### config.mk
export PLATFORM = sky130hd
export DESIGN_NAME = crc_checked_frame_decoder
export DESIGN_NICKNAME = d
export VERILOG_FILES = /design/src/hdl/cfd_pkg.sv /design/src/hdl/cfd_cell.sv /design/src/hdl/cfd_checker.sv /design/src/hdl/crc_checked_frame_decoder.sv
export SDC_FILE = /design/constraint.sdc
export NUM_CORES = 1
export LEC_CHECK = 0
export BUFFER_PORTS_ARGS = -buffer_cell sky130_fd_sc_hd__buf_2
export CORE_MARGIN = 5
export CORE_UTILIZATION = 30
export DETAILED_ROUTE_END_ITERATION = 6
export PLACE_DENSITY_LB_ADDON = 0.3
export SYNTH_ARGS = -nofsm -noshare
export SYNTH_HDL_FRONTEND = slang
export SYNTH_HIERARCHICAL = 1
export SYNTH_SLANG_ARGS = --single-unit
### constraint.sdc
create_clock -name clk -period 12.3 [get_ports clk]
set_input_delay 1.845 -clock clk [delete_from_list [all_inputs] [get_ports clk]]
set_output_delay 1.845 -clock clk [all_outputs]
set_load 0.05 [all_outputs]
### src/hdl/cfd_pkg.sv
// Shared types, constants and the bytewise CRC function of the frame decoder.
package cfd_pkg;

  localparam int FRAME_BYTES = 19;
  localparam int CRC_SPAN    = 17;
  localparam int CHAIN_CELLS = FRAME_BYTES - 1;
  localparam int COUNT_W     = 5;
  localparam logic [COUNT_W-1:0] COUNT_MAX = '1;

  localparam logic [15:0] CRC_INIT = 16'hFFFF;
  localparam logic [15:0] CRC_POLY = 16'h1021;

  localparam int CFG_INDEX_W = 3;
  localparam int CFG_DATA_W  = 24;

  typedef enum logic [CFG_INDEX_W-1:0] {
    CFG_HEADER_WORD    = 3'd0,
    CFG_OFFER_CODE     = 3'd1,
    CFG_REPLY_CODE     = 3'd2,
    CFG_MAX_APPEARANCE = 3'd3,
    CFG_MAX_EVOLUTION  = 3'd4,
    CFG_MAX_BOND       = 3'd5,
    CFG_MAX_MOOD       = 3'd6,
    CFG_MAX_EMOTE      = 3'd7
  } cfg_index_t;

  typedef enum logic [3:0] {
    ST_OK      = 4'd0,
    ST_LENGTH  = 4'd1,
    ST_HEADER  = 4'd2,
    ST_VERSION = 4'd3,
    ST_TYPE    = 4'd4,
    ST_CRC     = 4'd5,
    ST_UID     = 4'd6,
    ST_PACK    = 4'd7,
    ST_APPEAR  = 4'd8,
    ST_EVOL    = 4'd9,
    ST_BOND    = 4'd10,
    ST_MOOD    = 4'd11,
    ST_EMOTE   = 4'd12,
    ST_NONCE   = 4'd13
  } status_t;

  typedef struct packed {
    logic [23:0] header_word;
    logic [7:0]  offer_code;
    logic [7:0]  reply_code;
    logic [4:0]  max_appearance;
    logic [2:0]  max_evolution;
    logic [7:0]  max_bond;
    logic [3:0]  max_mood;
    logic [3:0]  max_emote;
  } cfg_t;

  typedef struct packed {
    status_t     status;
    logic [7:0]  packet_type;
    logic [15:0] uid;
    logic [31:0] pack_id;
    logic [4:0]  appearance;
    logic [2:0]  evolution;
    logic [7:0]  bond;
    logic [3:0]  mood;
    logic [3:0]  emote;
    logic [31:0] nonce;
  } result_t;

  // Byte i of the frame sits in element i.
  typedef logic [FRAME_BYTES-1:0][7:0] frame_t;

  // One byte of CRC-16/CCITT-FALSE, MSB first: a fixed XOR network.
  function automatic logic [15:0] crc_byte(input logic [15:0] crc_in, input logic [7:0] b);
    logic [15:0] c;
    c = crc_in ^ {b, 8'h00};
    for (int k = 0; k < 8; k++) begin
      if (c[15]) begin
        c = {c[14:0], 1'b0} ^ CRC_POLY;
      end else begin
        c = {c[14:0], 1'b0};
      end
    end
    return c;
  endfunction

endpackage

### src/hdl/cfd_cell.sv
// One byte cell of the frame chain: loads from its neighbor (the first cell from the input) when the chain shifts.
module cfd_cell (
  input  logic       clk,
  input  logic       shift,
  input  logic [7:0] d,
  output logic [7:0] q
);

  always_ff @(posedge clk) begin
    if (shift) begin
      q <= d;
    end
  end

endmodule

### src/hdl/cfd_checker.sv
// Frame checks in priority order and extraction of the result fields.
module cfd_checker (
  input  cfd_pkg::frame_t  frame,
  input  logic [15:0]      crc,
  input  logic             length_ok,
  input  cfd_pkg::cfg_t    cfg,
  output cfd_pkg::result_t result
);
  import cfd_pkg::*;

  result_t fields;
  status_t status;
  logic    type_ok;

  assign type_ok = (frame[3] == cfg.offer_code) || (frame[3] == cfg.reply_code);

  always_comb begin
    fields             = '0;
    fields.packet_type = frame[3];
    fields.uid         = {frame[5], frame[4]};
    fields.pack_id     = {frame[9], frame[8], frame[7], frame[6]};
    fields.appearance  = frame[10][4:0];
    fields.evolution   = frame[10][7:5];
    fields.bond        = frame[11];
    fields.mood        = frame[12][3:0];
    fields.emote       = frame[12][7:4];
    fields.nonce       = {frame[16], frame[15], frame[14], frame[13]};

    if (!length_ok) begin
      status = ST_LENGTH;
    end else if (frame[0] != cfg.header_word[7:0] || frame[1] != cfg.header_word[15:8]) begin
      status = ST_HEADER;
    end else if (frame[2] != cfg.header_word[23:16]) begin
      status = ST_VERSION;
    end else if (!type_ok) begin
      status = ST_TYPE;
    end else if ({frame[18], frame[17]} != crc) begin
      status = ST_CRC;
    end else if (fields.uid == '0) begin
      status = ST_UID;
    end else if (fields.pack_id == '0) begin
      status = ST_PACK;
    end else if (fields.appearance > cfg.max_appearance) begin
      status = ST_APPEAR;
    end else if (fields.evolution > cfg.max_evolution) begin
      status = ST_EVOL;
    end else if (fields.bond > cfg.max_bond) begin
      status = ST_BOND;
    end else if (fields.mood > cfg.max_mood) begin
      status = ST_MOOD;
    end else if (fields.emote > cfg.max_emote) begin
      status = ST_EMOTE;
    end else if (fields.nonce == '0) begin
      status = ST_NONCE;
    end else begin
      status = ST_OK;
    end

    if (status == ST_OK) begin
      result = fields;
    end else begin
      result = '0;
    end
    result.status = status;
  end

endmodule

### src/hdl/crc_checked_frame_decoder.sv
// Top level of the fixed-frame decoder with CRC-16/CCITT-FALSE check.
//
// Usage: frame bytes enter on the slave stream, one beat per byte, with
// s_tlast high on the final byte of a frame. A new beat is taken in every
// cycle while the output side keeps up. The final beat of a frame
// produces exactly one result beat on the master stream in the next cycle;
// other beats produce none. The result carries the status code in m_tuser
// and the decoded fields in m_tdata; on any error
// every field is zero. Frames that are not exactly 19 bytes long report a
// length error. Bytes are held in a chain of byte cells that shifts once per
// stored byte, and the CRC advances one byte per beat through a fixed XOR
// network, so the rate is set by nothing but the single output register.
// When the receiver stalls, the result waits in the output register and the
// input keeps taking beats until a second result would be needed; then
// s_tready drops until the pending result is taken. Reset clears the byte
// count, restarts the CRC, drops m_tvalid and loads the register defaults.
// Configuration writes go through cfg_we/cfg_index/cfg_data and must only be
// made while no frame is in flight.
module crc_checked_frame_decoder (
  input  logic                                 clk,
  input  logic                                 rst,
  input  logic                                 s_tvalid,
  output logic                                 s_tready,
  input  logic [7:0]                           s_tdata,  // [7:0] data_byte
  input  logic                                 s_tlast,  // last_byte
  output logic                                 m_tvalid,
  input  logic                                 m_tready,
  // m_tdata, lowest bit up: packet_type[7:0], uid[23:8], pack_id[55:24],
  // appearance[60:56], evolution[63:61], bond[71:64], mood[75:72],
  // emote[79:76], nonce[111:80]
  output logic [111:0]                         m_tdata,
  output logic [3:0]                           m_tuser,  // [3:0] status
  input  logic                                 cfg_we,
  input  logic [cfd_pkg::CFG_INDEX_W-1:0]      cfg_index,
  input  logic [cfd_pkg::CFG_DATA_W-1:0]       cfg_data
);
  import cfd_pkg::*;

  cfg_t                cfg;
  logic [COUNT_W-1:0]  byte_count;
  logic [15:0]         running_crc;
  logic [7:0]          chain [CHAIN_CELLS];
  logic                accept;
  logic                chain_shift;
  logic                length_ok;
  frame_t              frame;
  result_t             check_result;
  result_t             out_result;

  // Beats that end no frame never need the output register, so they are
  // always taken. The final beat of a frame waits until the output register
  // is free or being emptied.
  assign s_tready = !s_tlast || !m_tvalid || m_tready;
  assign accept   = s_tvalid && s_tready;

  // Configuration registers.
  always_ff @(posedge clk) begin
    if (rst) begin
      cfg.header_word    <= '0;
      cfg.offer_code     <= 8'd1;
      cfg.reply_code     <= 8'd2;
      cfg.max_appearance <= 5'd31;
      cfg.max_evolution  <= 3'd7;
      cfg.max_bond       <= 8'd255;
      cfg.max_mood       <= 4'd15;
      cfg.max_emote      <= 4'd15;
    end else if (cfg_we) begin
      case (cfg_index_t'(cfg_index))
        CFG_HEADER_WORD:    cfg.header_word    <= cfg_data[23:0];
        CFG_OFFER_CODE:     cfg.offer_code     <= cfg_data[7:0];
        CFG_REPLY_CODE:     cfg.reply_code     <= cfg_data[7:0];
        CFG_MAX_APPEARANCE: cfg.max_appearance <= cfg_data[4:0];
        CFG_MAX_EVOLUTION:  cfg.max_evolution  <= cfg_data[2:0];
        CFG_MAX_BOND:       cfg.max_bond       <= cfg_data[7:0];
        CFG_MAX_MOOD:       cfg.max_mood       <= cfg_data[3:0];
        CFG_MAX_EMOTE:      cfg.max_emote      <= cfg_data[3:0];
        default: ;
      endcase
    end
  end

  // Byte counter (saturating) and running CRC over the covered span.
  always_ff @(posedge clk) begin
    if (rst) begin
      byte_count  <= '0;
      running_crc <= CRC_INIT;
    end else if (accept) begin
      if (s_tlast) begin
        byte_count  <= '0;
        running_crc <= CRC_INIT;
      end else begin
        if (byte_count != COUNT_MAX) begin
          byte_count <= byte_count + COUNT_W'(1);
        end
        if (byte_count < COUNT_W'(CRC_SPAN)) begin
          running_crc <= crc_byte(running_crc, s_tdata[7:0]);
        end
      end
    end
  end

  // The chain holds every byte but the final one, which is checked straight
  // from the input beat. Cell 0 takes the newest byte, so after the first
  // eighteen bytes of a frame cell k holds byte 17 - k.
  assign chain_shift = accept && (byte_count < COUNT_W'(CHAIN_CELLS));

  cfd_cell u_cell0 (
    .clk   (clk),
    .shift (chain_shift),
    .d     (s_tdata[7:0]),
    .q     (chain[0])
  );

  for (genvar k = 1; k < CHAIN_CELLS; k++) begin : g_cell
    cfd_cell u_cell (
      .clk   (clk),
      .shift (chain_shift),
      .d     (chain[k-1]),
      .q     (chain[k])
    );
  end

  always_comb begin
    for (int i = 0; i < CHAIN_CELLS; i++) begin
      frame[i] = chain[CHAIN_CELLS-1-i];
    end
    frame[FRAME_BYTES-1] = s_tdata[7:0];
  end

  // The final beat must be byte index FRAME_BYTES-1.
  assign length_ok = (byte_count == COUNT_W'(FRAME_BYTES - 1));

  cfd_checker u_checker (
    .frame     (frame),
    .crc       (running_crc),
    .length_ok (length_ok),
    .cfg       (cfg),
    .result    (check_result)
  );

  // Output register.
  always_ff @(posedge clk) begin
    if (rst) begin
      m_tvalid <= 1'b0;
    end else if (accept && s_tlast) begin
      m_tvalid <= 1'b1;
    end else if (m_tready) begin
      m_tvalid <= 1'b0;
    end
  end

  always_ff @(posedge clk) begin
    if (accept && s_tlast) begin
      out_result <= check_result;
    end
  end

  assign m_tuser = out_result.status;
  assign m_tdata = {out_result.nonce, out_result.emote, out_result.mood, out_result.bond,
                    out_result.evolution, out_result.appearance, out_result.pack_id,
                    out_result.uid, out_result.packet_type};

endmodule

==> reports/qor.yml <==
status: "finished clean"
antenna_found_initial: 0
clock_path_buffers: 3
insertedDiodeCount: 0
post_synth_instance_area_sq_mm: 0.0146
setup_viol: 0
dr.first_iter.drc_count: 604
worstPathMaxFanout: 17
rsz_0062_raised_after_global_routing: "false"
placed_cells: 1734
cp_cell_sequence: "buf_2, nand3b_4, buf_2"
min_period_ps: 4420
timing.critical_path.buf_inv: 2
insertion_delay_ps: 530
cts-buffers-inserted: 39
cts.htree.levels: 2
cts_tree: "done"
multi_input_comb_area_sq_mm: 0.00459
placementRows: 80
final.fill_count: 4647
ys_seq_elements: 346
post_route_cells_drive_above_1_share: 0.267
dr.pass1.iters: 5
critical_path.most_common_cell: "sky130_fd_sc_hd__buf_2"
syn-instance-count: 1009
syn_nets: 1077
seqCellArea_sq_mm: 0.00953
clk_slew_on_worst_s_h_paths_ps: 60
max_slew.worst_pin.slew_ps: 1210
top_level_ports: 159
critical-path-max-stage-delay_ps: 310
number_of_i_o_port_buffers: 158
sequential_area_share_after_synthesis: 0.654
synth_area_leaders: "sky130_fd_sc_hd__edfxtp_1 54%, sky130_fd_sc_hd__dfxtp_1 12%, sky130_fd_sc_hd__nor4b_2 8.3%"
end_kind: "output pin"
cts_hold_buffers: 0
num-nets-final: 1228
die-width_microns: 230
grt_pass1_wl_microns: 54100
grt_max_degree: 88
timing.hold.ws_ps: 455
total_via_count_after_detailed_routing: 8701
drt.antenna.violating_nets: 0
core_box_area_sq_mm: 0.0479
via_count_of_the_first_global_routing_pass: 8865
final_hold_viol_count: 0
synth_edf_count: 260
die_area_sq_mm: 0.0531
synth_ff_type: "sky130_fd_sc_hd__edfxtp_1"
wl_per_cell_microns: 19.7
postCtsSetupBuffers: 0
syn_warnings: 6
criticalPathCategory: "input pin to output pin"
syn2layout_area_growth_pct: 16.9
dpl.hpwl_microns: 23500
data_arrival_at_the_endpoint_of_the_critical_path_ps: 2580
crit_path_start_kind: "input pin"
slew_headroom: 0.195
clock-root-buffer: "sky130_fd_sc_hd__clkbuf_16"
cpLargestDelayFamily: "buffers and inverters"
synth_top_area_frac: 0.535
post_cts.resized_instances: 0
power_density_over_the_cells_mw_per_mm2: 154
detailed_route_wl_microns: 35400
synth_top_area_cell: "sky130_fd_sc_hd__edfxtp_1"
globalRouteTotalUtil: 0.130
hold_path.class: "flop to flop"
critical-path-slowest-cell: "sky130_fd_sc_hd__buf_2"
initial_standard_cell_utilization_of_the_core: 0.304
drv.max_cap_violation_count: 0
critical_path_required_ps: 10450
cts.sink_count: 346
synth.most_common_cell: "sky130_fd_sc_hd__edfxtp_1"
drc_errors: 0
max_clock_freq_mhz: 226
grt_overflow: 0
finalNonFillerCells: 1800
final_min_period_over_clock_period: 0.360
vdd_ir_drop_max_uv: 83.7
setup_tns_ps: 0
slew_viols_final: 0
synth_async_sr_flop_share: 0
layout.core_utilization: 0.355
synthesis.area_per_instance_sq_um: 14.5
finClkSkew_ps: 17.0
die_height_microns: 230
total_leakage_power_nw: 5.83
rd_place_congestion: 0.788
synth.top_cells.by_count: "260 x sky130_fd_sc_hd__edfxtp_1, 86 x sky130_fd_sc_hd__dfxtp_1, 83 x sky130_fd_sc_hd__nand2_1"
drt-vias-per-instance: 4.83
synth_cell_type_count: 56
## registers in the layout (all words and copies together) (netlist names)
signal	flops
running_crc	16
byte_count	5
m_tuser	4
m_tvalid	1
m_tdata	112
cfg	64
u_cell0/q	8
g_cell.u_cell/q	136
## through the flow
step	area [sq um]	worst slack (ps)	power, mW
after floorplan	14600	2330	1.51
after global placement	15900	7600	1.57
after detailed placement	15900	7560	1.58
after CTS	17000	7860	2.66
after global routing	17000	7830	2.72
final	17000	7880	2.62
## routing by layer
layer / GRT usage / share of wire
met5: 0 / 0
met1: 0.175 / 0.44
met4: 0.0334 / 0.021
met3: 0.0245 / 0.051
met2: 0.217 / 0.48
## report_power, final
part,internal (mW),switching [mW],total (mW)
clock,0.621,0.452,1.07
sequential,1.31,0.0410,1.36
combinational,0.0631,0.130,0.193
## placed cells by master, fill, tap and decap left out, types with 2 or more instances in the layout
master,Yosys,final
sky130_fd_sc_hd__and2_1,2,2
sky130_fd_sc_hd__dfxtp_1,86,86
sky130_fd_sc_hd__nor4b_1,26,26
sky130_fd_sc_hd__nor4_1,30,30
sky130_fd_sc_hd__o21ai_0,8,8
sky130_fd_sc_hd__inv_1,34,34
sky130_fd_sc_hd__clkinv_2,0,5
sky130_fd_sc_hd__nand4_1,19,19
sky130_fd_sc_hd__buf_2,6,158
sky130_fd_sc_hd__clkbuf_16,0,39
sky130_fd_sc_hd__clkinv_1,0,5
sky130_fd_sc_hd__xnor2_1,54,54
sky130_fd_sc_hd__a21oi_4,0,2
sky130_fd_sc_hd__xor2_1,27,27
sky130_fd_sc_hd__nor4b_2,81,81
sky130_fd_sc_hd__edfxtp_1,260,260
sky130_fd_sc_hd__nor3_1,16,16
sky130_fd_sc_hd__nor2_1,38,37
sky130_fd_sc_hd__o21bai_1,8,8
sky130_fd_sc_hd__nand2b_1,7,7
sky130_fd_sc_hd__a21oi_1,50,48
sky130_fd_sc_hd__o32a_1,8,8
sky130_fd_sc_hd__or3_1,3,3
sky130_fd_sc_hd__buf_4,13,11
sky130_fd_sc_hd__nor2b_1,22,22
sky130_fd_sc_hd__clkbuf_1,25,10
sky130_fd_sc_hd__o21ai_1,3,3
sky130_fd_sc_hd__nand2_1,83,83
sky130_fd_sc_hd__a211o_1,27,27
sky130_fd_sc_hd__clkbuf_8,0,3
sky130_fd_sc_hd__and4_1,3,3
sky130_fd_sc_hd__ha_1,27,27
## worst register-to-register path, stage by stage, from the launching register on
cell,delay (ps)
sky130_fd_sc_hd__edfxtp_1,410
sky130_fd_sc_hd__xnor2_1,160
sky130_fd_sc_hd__nand4_1,150
sky130_fd_sc_hd__nor4_1,760
sky130_fd_sc_hd__inv_1,260
sky130_fd_sc_hd__o2bb2ai_1,230
sky130_fd_sc_hd__a21oi_4,140
sky130_fd_sc_hd__buf_4,830
sky130_fd_sc_hd__nor4_1,260
## layout make-up
class	count	share of cell area
clock buffer	52	0.0619
clock inverter	14	0.00565
inverter	34	0.00749
multi-input combinational	570	0.269
sequential	346	0.559
tap	615	0.0452
timing repair buffer	169	0.0513
## kinds of logic after synthesis
logic type               share of synthesized area
AO/OA/AOI/OAI                               0.0567
AND/OR/NAND/NOR                              0.183
XOR/XNOR                                    0.0487
buffers and inverters                       0.0350
adder cells (fa/ha/maj)                     0.0232
flip-flops                                   0.654
## worst paths after layout
check                                        start                               to  slack [ps]  depth (start not counted)
hold reg to reg    g_cell[7].u_cell/q[0]$_DFFE_PP_  g_cell[8].u_cell/q[0]$_DFFE_PP_         450                          0
hold / removal     g_cell[7].u_cell/q[0]$_DFFE_PP_  g_cell[8].u_cell/q[0]$_DFFE_PP_         450                          0
setup reg to reg  g_cell[16].u_cell/q[1]$_DFFE_PP_            m_tdata[61]$_DFFE_PP_        8780                          8
setup / recovery                           s_tlast                         s_tready        7880                          3
No activity file was read; power rests on OpenSTA's default activity.
